===== config.mk =====
export PLATFORM = sky130hd
export DESIGN_NAME = bba_ctrl
export DESIGN_NICKNAME = d
export VERILOG_FILES = /design/src/hdl/bba_pkg.sv /design/src/hdl/bba_ctrl.sv
export SDC_FILE = /design/constraint.sdc
export NUM_CORES = 1
export LEC_CHECK = 0
export ABC_AREA = 0
export ABC_CLOCK_PERIOD_IN_PS = 2750
export BUFFER_PORTS_ARGS = -buffer_cell sky130_fd_sc_hd__buf_2
export CAP_MARGIN = 30
export CORE_AREA = 2 2 39 41
export DETAILED_ROUTE_END_ITERATION = 12
export DIE_AREA = 0 0 41 43
export PLACE_DENSITY = 0.8
export SLEW_MARGIN = 5
export SYNTH_ARGS = -nofsm -noshare
export SYNTH_HDL_FRONTEND = slang
export SYNTH_SLANG_ARGS = --single-unit

===== constraint.sdc =====
create_clock -name clk -period 2.75 [get_ports clk]
set_clock_uncertainty 0.1 [all_clocks]
set_input_delay 0.55 -clock clk [delete_from_list [all_inputs] [get_ports clk]]
set_output_delay 0.55 -clock clk [all_outputs]
set_load 0.02 [all_outputs]

===== src/hdl/bba_pkg.sv =====
// Shared types, constants and tree index helpers for the buddy block allocator.
package bba_pkg;

    localparam int LEVELS = 10;
    localparam int OFF_W  = LEVELS;
    localparam int IDX_W  = LEVELS + 1;
    localparam int LVL_W  = 4;
    localparam int REQ_W  = 11;
    localparam int NODES  = 2 << LEVELS;
    localparam int POOL   = 1 << LEVELS;

    // Opcodes
    localparam logic OP_ALLOC = 1'b0;
    localparam logic OP_FREE  = 1'b1;

    // Result status codes
    localparam logic [1:0] ST_OK      = 2'd0;
    localparam logic [1:0] ST_NOSPACE = 2'd1;
    localparam logic [1:0] ST_TOOBIG  = 2'd2;
    localparam logic [1:0] ST_BADOFF  = 2'd3;

    typedef struct packed {
        logic              opcode;
        logic [REQ_W-1:0]  request_units;
        logic [OFF_W-1:0]  block_offset;
    } req_t;

    typedef struct packed {
        logic [1:0]        status;
        logic [OFF_W-1:0]  granted_offset;
        logic [LVL_W-1:0]  granted_level;
    } rsp_t;

    // Controller to datapath commands
    typedef struct packed {
        logic       clr_step;
        logic       load;
        logic       rd_scan;
        logic       rd_merge;
        logic       rd_ord;
        logic       scan_next;
        logic       take;
        logic       split_step;
        logic       alloc_fin;
        logic       free_start;
        logic       merge_step;
        logic       free_fin;
        logic       emit;
        logic [1:0] emit_status;
    } ctl_cmd_t;

    // Datapath to controller status
    typedef struct packed {
        logic map_hit;
        logic ord_zero;
        logic last_in_level;
        logic lvl_max;
        logic lvl_gt_want;
        logic clr_last;
        logic is_free;
        logic too_large;
    } ctl_sts_t;

    // Heap index of the first node of a level
    function automatic logic [IDX_W-1:0] first_node(input logic [LVL_W-1:0] lvl);
        logic [IDX_W-1:0] one;
        one = {{(IDX_W-1){1'b0}}, 1'b1};
        return one << (LVL_W'(LEVELS) - lvl);
    endfunction

    // Heap index of the node of a level at a unit offset
    function automatic logic [IDX_W-1:0] node_index(input logic [LVL_W-1:0] lvl,
                                                    input logic [OFF_W-1:0] off);
        logic [IDX_W-1:0] sh;
        sh = {1'b0, off} >> lvl;
        return first_node(lvl) + sh;
    endfunction

endpackage


===== src/hdl/bba_ctrl.sv =====
// Sequencer for clearing, allocate search and split, and free with buddy merge.
module bba_ctrl
    import bba_pkg::*;
(
    input  logic     clk,
    input  logic     rst_n,
    input  logic     start,
    input  ctl_sts_t sts,
    output ctl_cmd_t cmd,
    output logic     busy
);

    localparam logic [3:0] S_CLR   = 4'd0;
    localparam logic [3:0] S_IDLE  = 4'd1;
    localparam logic [3:0] S_ARD   = 4'd2;
    localparam logic [3:0] S_ACHK  = 4'd3;
    localparam logic [3:0] S_SPLIT = 4'd4;
    localparam logic [3:0] S_FRD   = 4'd5;
    localparam logic [3:0] S_FCHK  = 4'd6;
    localparam logic [3:0] S_MRD   = 4'd7;
    localparam logic [3:0] S_MCHK  = 4'd8;
    localparam logic [3:0] S_FEND  = 4'd9;

    logic [3:0] state_reg, state_next;

    always_ff @(posedge clk or negedge rst_n)
    begin
        if (!rst_n)
        begin
            state_reg <= S_CLR;
        end
        else
        begin
            state_reg <= state_next;
        end
    end

    assign busy = (state_reg != S_IDLE);

    // Next state and command decode
    always_comb
    begin
        state_next = state_reg;
        cmd        = '0;
        unique case (state_reg)
            S_CLR:
            begin
                cmd.clr_step = 1'b1;
                if (sts.clr_last)
                begin
                    state_next = S_IDLE;
                end
            end
            S_IDLE:
            begin
                if (start)
                begin
                    cmd.load = 1'b1;
                    if (sts.is_free)
                    begin
                        state_next = S_FRD;
                    end
                    else if (sts.too_large)
                    begin
                        cmd.emit        = 1'b1;
                        cmd.emit_status = ST_TOOBIG;
                    end
                    else
                    begin
                        state_next = S_ARD;
                    end
                end
            end
            S_ARD:
            begin
                cmd.rd_scan = 1'b1;
                state_next  = S_ACHK;
            end
            S_ACHK:
            begin
                if (sts.map_hit)
                begin
                    cmd.take   = 1'b1;
                    state_next = S_SPLIT;
                end
                else if (sts.last_in_level && sts.lvl_max)
                begin
                    cmd.emit        = 1'b1;
                    cmd.emit_status = ST_NOSPACE;
                    state_next      = S_IDLE;
                end
                else
                begin
                    cmd.scan_next = 1'b1;
                    state_next    = S_ARD;
                end
            end
            S_SPLIT:
            begin
                if (sts.lvl_gt_want)
                begin
                    cmd.split_step = 1'b1;
                end
                else
                begin
                    cmd.alloc_fin   = 1'b1;
                    cmd.emit        = 1'b1;
                    cmd.emit_status = ST_OK;
                    state_next      = S_IDLE;
                end
            end
            S_FRD:
            begin
                cmd.rd_ord = 1'b1;
                state_next = S_FCHK;
            end
            S_FCHK:
            begin
                if (sts.ord_zero)
                begin
                    cmd.emit        = 1'b1;
                    cmd.emit_status = ST_BADOFF;
                    state_next      = S_IDLE;
                end
                else
                begin
                    cmd.free_start = 1'b1;
                    state_next     = S_MRD;
                end
            end
            S_MRD:
            begin
                if (sts.lvl_max)
                begin
                    state_next = S_FEND;
                end
                else
                begin
                    cmd.rd_merge = 1'b1;
                    state_next   = S_MCHK;
                end
            end
            S_MCHK:
            begin
                if (sts.map_hit)
                begin
                    cmd.merge_step = 1'b1;
                    state_next     = S_MRD;
                end
                else
                begin
                    state_next = S_FEND;
                end
            end
            S_FEND:
            begin
                cmd.free_fin    = 1'b1;
                cmd.emit        = 1'b1;
                cmd.emit_status = ST_OK;
                state_next      = S_IDLE;
            end
            default:
            begin
                state_next = S_IDLE;
            end
        endcase
    end

endmodule


==> results.json, run 1 <==
{
  "final_common_cell": "buf_2",
  "insertion_delay_ns": 0.24,
  "syn_area_um2": 523,
  "design.core.area_um2": 1380,
  "fmax_mhz": 411,
  "grt_antenna_before_repair": 0,
  "vias_per_cell": 5.71,
  "setup.worst_path.end_class": "output port",
  "diodes": 0,
  "postCtsHoldBufs": 0,
  "io_buffers": 26,
  "num_io_pins": 27,
  "grt_setup_unrepaired": "no",
  "cts-buffers-inserted": 3,
  "syn_nets": 80,
  "critPathArrivalTime_ns": 1.78,
  "critPathLaunchType": "flip-flop",
  "relSlewSlack_pct": 64.4,
  "htreeDepth": 1,
  "critPathRequiredTime_ns": 2.10,
  "cts.sinks": 4,
  "grt_usage_pct": 19.2,
  "gp_congestion": 0.840,
  "drv_cap": 0,
  "fin_tns_setup_ns": 0,
  "root_buffer": "clkbuf_4",
  "top_usage_layer": "met2",
  "ys_ff_latch": 4,
  "start_util_pct": 37.8,
  "cts_resized": 0,
  "finalHoldViolations": 0,
  "grt_pass1_vias": 521,
  "grt-ovfl-total": 0,
  "dp_hpwl_um": 1110,
  "yosysUniqueCellTypes": 35,
  "pwr_density_cell_nw_per_um2": 773,
  "die_area_um2": 1760,
  "use_met2_pct": 27.2,
  "ys_warn_count": 0,
  "synth.avg_cell_area_um2": 7.58,
  "grt_max_degree": 19,
  "use_met1_pct": 24.0,
  "layout_common_cells": "buf_2, a21oi_1",
  "clockBufferDepth": 2,
  "rows": 14,
  "reg2reg_from": "state_reg[0]",
  "postCtsSetupBuffers": 0,
  "num_vias": 645,
  "die_h_um": 43,
  "crit_type": "flip-flop to output port",
  "drive_gt1_share_pct": 40.2,
  "drt_pass1_iterations": 4,
  "final_antenna_net_count": 0,
  "final-setup-viol-count": 0,
  "rr_endpoint": "state_reg[1]",
  "power_w": 0.000525,
  "leakage_nw": 0.354,
  "status": "completed",
  "wire_per_inst_um": 12.8,
  "yosysSeqAreaShare_pct": 19.1,
  "grt_pass1_wl_um": 2190,
  "ff2ff_path_depth": 4,
  "clk_pin_slew_ns": 0.04,
  "fin_crit_sh_pct": 88.4,
  "cp_max_fo": 18,
  "largest_reg_flops": 4,
  "drtIter0Drc": 15,
  "use_met3_pct": 4.71,
  "drcViolationCount": 0,
  "ir_drop_uv": 235,
  "worst_pin_slew_ns": 0.534,
  "cts_tree": "yes",
  "nets": 110,
  "wl_um": 1450,
  "fin_crit_ns": 2.43,
  "holdCritPathClass": "primary input to async pin",
  "r2r_setup_slack_ns": 1.06,
  "area_growth_pct": 29.9,
  "slew_violations": 0,
  "synthCells": 69,
  "die_w_um": 41
}
==> routing by layer <==
| layer | wire length (um) | part of all wire (%) |
|---|---|---|
| met3 | 83 | 5.7 |
| met4 | 52 | 3.6 |
| met2 | 712 | 49 |
| met1 | 601 | 41 |
| met5 | 0 | 0 |
==> cells in the mapped netlist (all sizes together) <==
| cell type | n | share of area [%] |
|---|---|---|
| o21bai | 1 | 1.4 |
| mux2 | 1 | 2.2 |
| inv | 5 | 3.6 |
| a31oi | 2 | 2.4 |
| o21a | 1 | 1.4 |
| nor4 | 6 | 8.4 |
| o211ai | 2 | 2.9 |
| and2 | 1 | 1.2 |
| a21oi | 6 | 5.7 |
| nand3 | 2 | 1.9 |
| nor2 | 6 | 5.7 |
| o211a | 1 | 1.9 |
| nor2b | 1 | 1.2 |
| o22ai | 1 | 1.2 |
| dfrtp | 4 | 19 |
| a22oi | 1 | 1.4 |
| and3 | 2 | 2.4 |
| nor3 | 3 | 2.9 |
| a211oi | 1 | 1.4 |
| or4 | 1 | 1.4 |
| or2b | 2 | 3.8 |
| nand2 | 6 | 4.8 |
| buf | 3 | 5.0 |
| dlymetal6s2s | 1 | 2.4 |
| or4b | 1 | 2.6 |
| mux2i | 1 | 1.9 |
| nand2b | 4 | 4.8 |
| nor4b | 1 | 2.9 |
| o21ai | 2 | 1.9 |
==> report_power, final <==
part	internal [W]	leakage (nW)	total, W	switching (W)
clock	0.0000489	0.0138	0.0000746	0.0000257
sequential	0.0000749	0.0518	0.000113	0.0000382
combinational	0.000136	0.289	0.000338	0.000202
total	0.000259	0.354	0.000525	0.000266
==> cell families (layout without fill, tap and decap cells) <==
family | Yosys count | in the layout | share of synthesized area, %
AO/OA/AOI/OAI | 18 | 18 | 21.8
multiplexers | 2 | 2 | 4.07
buffers and inverters | 9 | 37 | 11.0
flip-flops | 4 | 4 | 19.1
AND/OR/NAND/NOR | 36 | 36 | 44.0
==> how the worst max path moves through the flow <==
stage	startpoint	to	slack, ns	cells after the start
global route	state_reg[0]	cmd[2]	0.15	5
CTS	state_reg[0]	cmd[2]	0.32	4
floorplan	sts[6]	cmd[2]	0.67	4
global placement	sts[6]	cmd[2]	0.51	6
detailed placement	sts[6]	cmd[2]	0.47	6
finish	state_reg[0]	cmd[2]	0.32	5
==> final cells by class <==
cell class,instances,area [um^2]
inverter,5,18.8
sequential,4,100
fill,147,704
multi-input combinational,56,365
clock buffer,3,22.5
timing repair buffer,29,153
tap,16,20.0
==> worst max-delay path, cell delays in order, from the launching register on <==
cell	delay (ns)
dfrtp_1	0.67
nand2_2	0.15
nor4_2	0.23
nand3_1	0.18
o211ai_1	0.12
buf_2	0.19
==> through the flow <==
stage / instances / setup WS, ns / cell area (um^2) / hold WS [ns] / util [%]
after floorplan: 69 / 0.671 / 523 / 0.154 / -
after global placement: 110 / 0.505 / 657 / 0.255 / 47.5
after detailed placement: 110 / 0.466 / 657 / 0.259 / 47.5
after CTS: 113 / 0.317 / 679 / 0.00619 / 49.1
after global routing: 113 / 0.155 / 679 / 0.00860 / 49.1
final: 113 / 0.319 / 679 / 0.00503 / 49.1
Power figures use the tool's default switching activity.
==> run 2, diff against run 1 <==
CELL_PAD_IN_SITES_DETAIL_PLACEMENT = 1   (was not set)
CELL_PAD_IN_SITES_GLOBAL_PLACEMENT = 1   (was not set)
CORE_AREA = not set   (was 2 2 39 41)
CORE_MARGIN = 2   (was not set)
CORE_UTILIZATION = 32   (was not set)
DIE_AREA = not set   (was 0 0 41 43)
PLACE_DENSITY = 0.91   (was 0.8)
==> run 2 against run 1 <==
- die area is 12% higher
- largest cell class unchanged
- design area decreased by 1.1%
- count of clock-buffer cells in the layout did not move
- utilization decreased by 5.0 points
- global-route usage fell by 0.78 points
- non-clock buffer count shrank 1
- final cell count fell by 0.88%
- routed wire length rose by 12%
==> results.json, run 2 (synthesis gave the netlist of run 1 again) <==
{
  "fin_crit_ns": 2.56,
  "die_w_um": 44.4,
  "drt_pass1_iterations": 4,
  "pwr_density_cell_nw_per_um2": 780,
  "drtIter0Drc": 8,
  "rows": 14,
  "critPathLaunchType": "flip-flop",
  "use_met2_pct": 30.3,
  "final_common_cell": "buf_2",
  "r2r_setup_slack_ns": 1.06,
  "rr_endpoint": "state_reg[2]",
  "grt_usage_pct": 18.4,
  "num_vias": 630,
  "critical_path.max_stage_delay_ns": 0.61,
  "clockBufferDepth": 2,
  "use_met3_pct": 2.86,
  "worst_pin_slew_ns": 0.545,
  "postCtsHoldBufs": 0,
  "diodes": 0,
  "cts.sinks": 4,
  "fmax_mhz": 390,
  "slowest_stage": "dfrtp_1",
  "vias_per_cell": 5.63,
  "crit_start": "state_reg[1]",
  "layout_common_cells": "buf_2, a21oi_1",
  "status": "completed",
  "dp_hpwl_um": 1270,
  "grt_pass1_vias": 591,
  "fin_tns_setup_ns": 0,
  "slew_violations": 0,
  "design.core.area_um2": 1520,
  "root_buffer": "clkbuf_4",
  "critPathRequiredTime_ns": 2.10,
  "grt_pass1_wl_um": 2700,
  "die_h_um": 44.4,
  "fin_crit_sh_pct": 93.2,
  "drcViolationCount": 0,
  "htreeDepth": 1,
  "wl_um": 1620,
  "critPathArrivalTime_ns": 1.91,
  "clk_pin_slew_ns": 0.04,
  "grt_setup_unrepaired": "no",
  "grt_antenna_before_repair": 0,
  "use_met1_pct": 24.6,
  "finalHoldViolations": 0,
  "timing.hold.ws_ns": 0.00869,
  "grt-ovfl-total": 0,
  "holdCritPathClass": "primary input to async pin",
  "postCtsSetupBuffers": 0,
  "area_growth_pct": 28.5,
  "cts_resized": 0,
  "crit_type": "flip-flop to output port",
  "ff2ff_path_depth": 4,
  "cp_max_fo": 13,
  "ir_drop_uv": 371,
  "drive_gt1_share_pct": 39.6,
  "leakage_nw": 0.349,
  "grt_max_degree": 19,
  "cts_tree": "yes",
  "num_io_pins": 27,
  "insertion_delay_ns": 0.24,
  "crit_end": "cmd[2]",
  "nets": 109,
  "reg2reg_from": "state_reg[1]",
  "final-setup-viol-count": 0,
  "start_util_pct": 34.3,
  "relSlewSlack_pct": 63.7,
  "wire_per_inst_um": 14.5,
  "drv_cap": 0,
  "cts-buffers-inserted": 3,
  "final_antenna_net_count": 0,
  "largest_reg_flops": 4,
  "io_buffers": 26,
  "die_area_um2": 1970,
  "gp_congestion": 0.821,
  "top_usage_layer": "met2",
  "setup.worst_path.end_class": "output port",
  "crit_chain": "nand2b_1 > or4_1 > o21a_1 > o211ai_1 > buf_2"
}
==> run 2: cell types whose count changed in the layout (fill, tap and decap cells not counted) <==
cell / before / now
buf_4: 3 / 2
==> run 2: cell type report <==
type / instances / area [um^2]
Sequential cell: 4 / 100
Multi-Input combinational cell: 56 / 365
Fill cell: 209 / 852
Inverter: 5 / 18.8
Timing Repair Buffer: 28 / 145
Clock buffer: 3 / 22.5
Tap cell: 16 / 20.0
==> run 2: how the worst min path moves through the flow <==
stage / to / startpoint / slack, ns
floorplan: state_reg[0] / rst_n / 0.15
global placement: state_reg[3] / rst_n / 0.25
detailed placement: state_reg[3] / rst_n / 0.26
CTS: state_reg[3] / rst_n / 0.009
global route: state_reg[3] / rst_n / 0.003
finish: state_reg[3] / rst_n / 0.009
==> run 2: power breakdown <==
group | internal, W | switching, W
clock | 0.0000489 | 0.0000248
sequential | 0.0000746 | 0.0000507
combinational | 0.000131 | 0.000193
==> run 2: critical path: cells and delay by family, from the launching register on <==
kind | cells | cell delay (ns)
and+or+nand+nor | 2 | 0.66
DFF | 1 | 0.61
AOI/OAI and AO/OA | 2 | 0.21
buffers and inverters | 1 | 0.19
==> run 2: layer usage <==
layer	share of wire (%)	routed length, um
met1	48	777
met2	46	750
met3	5.7	93
met4	0	0
met5	0	0
==> run 2: stage by stage <==
| step | cell area (um^2) | cells | power [W] | utilization, % | worst slack [ns] |
|---|---|---|---|---|---|
| floorplan | 523 | 69 | 0.000368 | - | 0.671 |
| global placement | 649 | 109 | 0.000438 | 42.6 | 0.483 |
| detailed placement | 649 | 109 | 0.000449 | 42.6 | 0.445 |
| CTS | 672 | 112 | 0.000525 | 44.1 | 0.185 |
| global route | 672 | 112 | 0.000569 | 44.1 | 0.0511 |
| finish | 672 | 112 | 0.000524 | 44.1 | 0.188 |
==> run 3, diff against run 2 <==
SETUP_SLACK_MARGIN = 0.3   (was not set)
==> run 3 against run 2 <==
- global-route usage hardly changed
- total power is 2.7% higher
- maximum frequency is 10% higher
- hold slack better by 0.0021 ns
- die area stayed put
- register-to-register slack better by 0.06 ns
- sequential power is 3% lower
- highest routed layer is now met4
==> results.json, run 3 (synthesis gave the netlist of run 1 again) <==
{
  "grt_pass1_wl_um": 2700,
  "final_common_cell": "buf_2",
  "drt_pass1_iterations": 3,
  "reg2reg_from": "state_reg[2]",
  "critPathArrivalTime_ns": 1.67,
  "cts-buffers-inserted": 3,
  "fin_tns_setup_ns": 0,
  "wire_per_inst_um": 15.0,
  "wl_um": 1700,
  "final_antenna_net_count": 0,
  "fmax_mhz": 431,
  "area_growth_pct": 31.8,
  "cts_tree": "yes",
  "largest_reg_flops": 4,
  "drcViolationCount": 0,
  "htreeDepth": 1,
  "final_cells": 113,
  "slew_violations": 0,
  "r2r_setup_slack_ns": 1.12,
  "fill_cells": 205,
  "dp_hpwl_um": 1270,
  "num_io_pins": 27,
  "crit_type": "flip-flop to output port",
  "cp_max_fo": 18,
  "grt_setup_unrepaired": "no",
  "diodes": 0,
  "power_w": 0.000538,
  "fin_crit_ns": 2.32,
  "grt-ovfl-total": 0,
  "clockBufferDepth": 2,
  "setup_slack_ns": 0.429,
  "clk_pin_slew_ns": 0.04,
  "insertion_delay_ns": 0.23,
  "critPathRequiredTime_ns": 2.10,
  "ir_drop_uv": 372,
  "critPathLaunchType": "flip-flop",
  "rows": 14,
  "pre_cts_ws_ns": 0.445,
  "pwr_density_cell_nw_per_um2": 780,
  "die_h_um": 44.4,
  "relSlewSlack_pct": 79.7,
  "grt_antenna_before_repair": 0,
  "register_area_um2": 103,
  "status": "completed",
  "setup.worst_path.end_class": "output port",
  "finalHoldViolations": 0,
  "grt_usage_pct": 18.5,
  "dp_cells": 109,
  "num_vias": 629,
  "gp_congestion": 0.821,
  "drv_cap": 0,
  "cts.sinks": 4,
  "grt_pass1_vias": 591,
  "die_w_um": 44.4,
  "drtIter0Drc": 8,
  "leakage_nw": 0.354,
  "die_area_um2": 1970,
  "crit_start": "state_reg[0]",
  "start_util_pct": 34.3,
  "layout_common_cells": "buf_2, a21oi_1, inv_1, nor4_1, nand2_1",
  "nets": 110,
  "root_buffer": "clkbuf_4",
  "fin_crit_sh_pct": 84.4,
  "worst_pin_slew_ns": 0.302,
  "final-setup-viol-count": 0,
  "holdCritPathClass": "primary input to async pin",
  "drive_gt1_share_pct": 44.3,
  "multi_input_comb_area_um2": 373,
  "vias_per_cell": 5.57,
  "io_buffers": 26,
  "grt_max_degree": 19,
  "design.core.area_um2": 1520
}
run 3: changes by cell type in the layout (fill, tap and decap cells not counted):
cell | before | now
nor3_2 | 0 | 1
dfrtp_1 | 4 | 2
dfrtp_2 | 0 | 2
nor2_1 | 5 | 4
buf_4 | 2 | 3
nor2_2 | 0 | 1
nor3_1 | 3 | 2
run 3: layer usage:
metal | track usage [%] | up-vias | share of wire, %
li1 | - | 313 | -
met1 | 24.7 | 291 | 48
met2 | 30.3 | 23 | 47
met3 | 2.86 | 2 | 4.2
met4 | 6.06 | 0 | 0.82
met5 | 0 | - | 0
run 3: final cells by class:
cell class | instances | area share [%]
sequential | 4 | 14.9
clock buffer | 3 | 3.27
multi-input combinational | 56 | 54.1
inverter | 5 | 2.72
tap | 16 | 2.90
timing repair buffer | 29 | 22.1
run 3: what timing repair did:
action	4_1_cts	5_1_grt
pin swaps	0	0
resized for setup	2	2
endpoints found under the setup margin	2	1
hold buffers	0	0
setup buffers	0	1
hold endpoints to repair	0	0
run 3: stage by stage:
stage | util (%) | cell area (um^2) | hold WS (ns)
2_1_floorplan | - | 523 | 0.154
3_3_place_gp | 42.6 | 649 | 0.255
3_5_place_dp | 42.6 | 649 | 0.258
4_1_cts | 44.3 | 674 | 0.00907
5_1_grt | 45.2 | 689 | 0.00261
6_report | 45.2 | 689 | 0.0108
run 3: critical path, stage by stage, from the launching register on:
cell and delay [ns]:
dfrtp_2 0.51, or4_1 0.53, o21a_1 0.14, o211ai_1 0.08, buf_2 0.19
run 3: final timing paths:
path / depth (start not counted) / end
setup / recovery: 4 / cmd[2]
hold / removal: 1 / state_reg[3]
setup reg to reg: 5 / state_reg[1]
hold reg to reg: 2 / state_reg[3]
max in group asynchronous: 1 / state_reg[0]
min in group clk: 2 / state_reg[3]
run 3: power by group:
part / internal [W] / leakage [nW] / total (W) / switching (W)
combinational: 0.000137 / 0.290 / 0.000344 / 0.000207
clock: 0.0000488 / 0.0138 / 0.0000727 / 0.0000239
sequential: 0.0000772 / 0.0495 / 0.000121 / 0.0000442
total: 0.000263 / 0.354 / 0.000538 / 0.000276
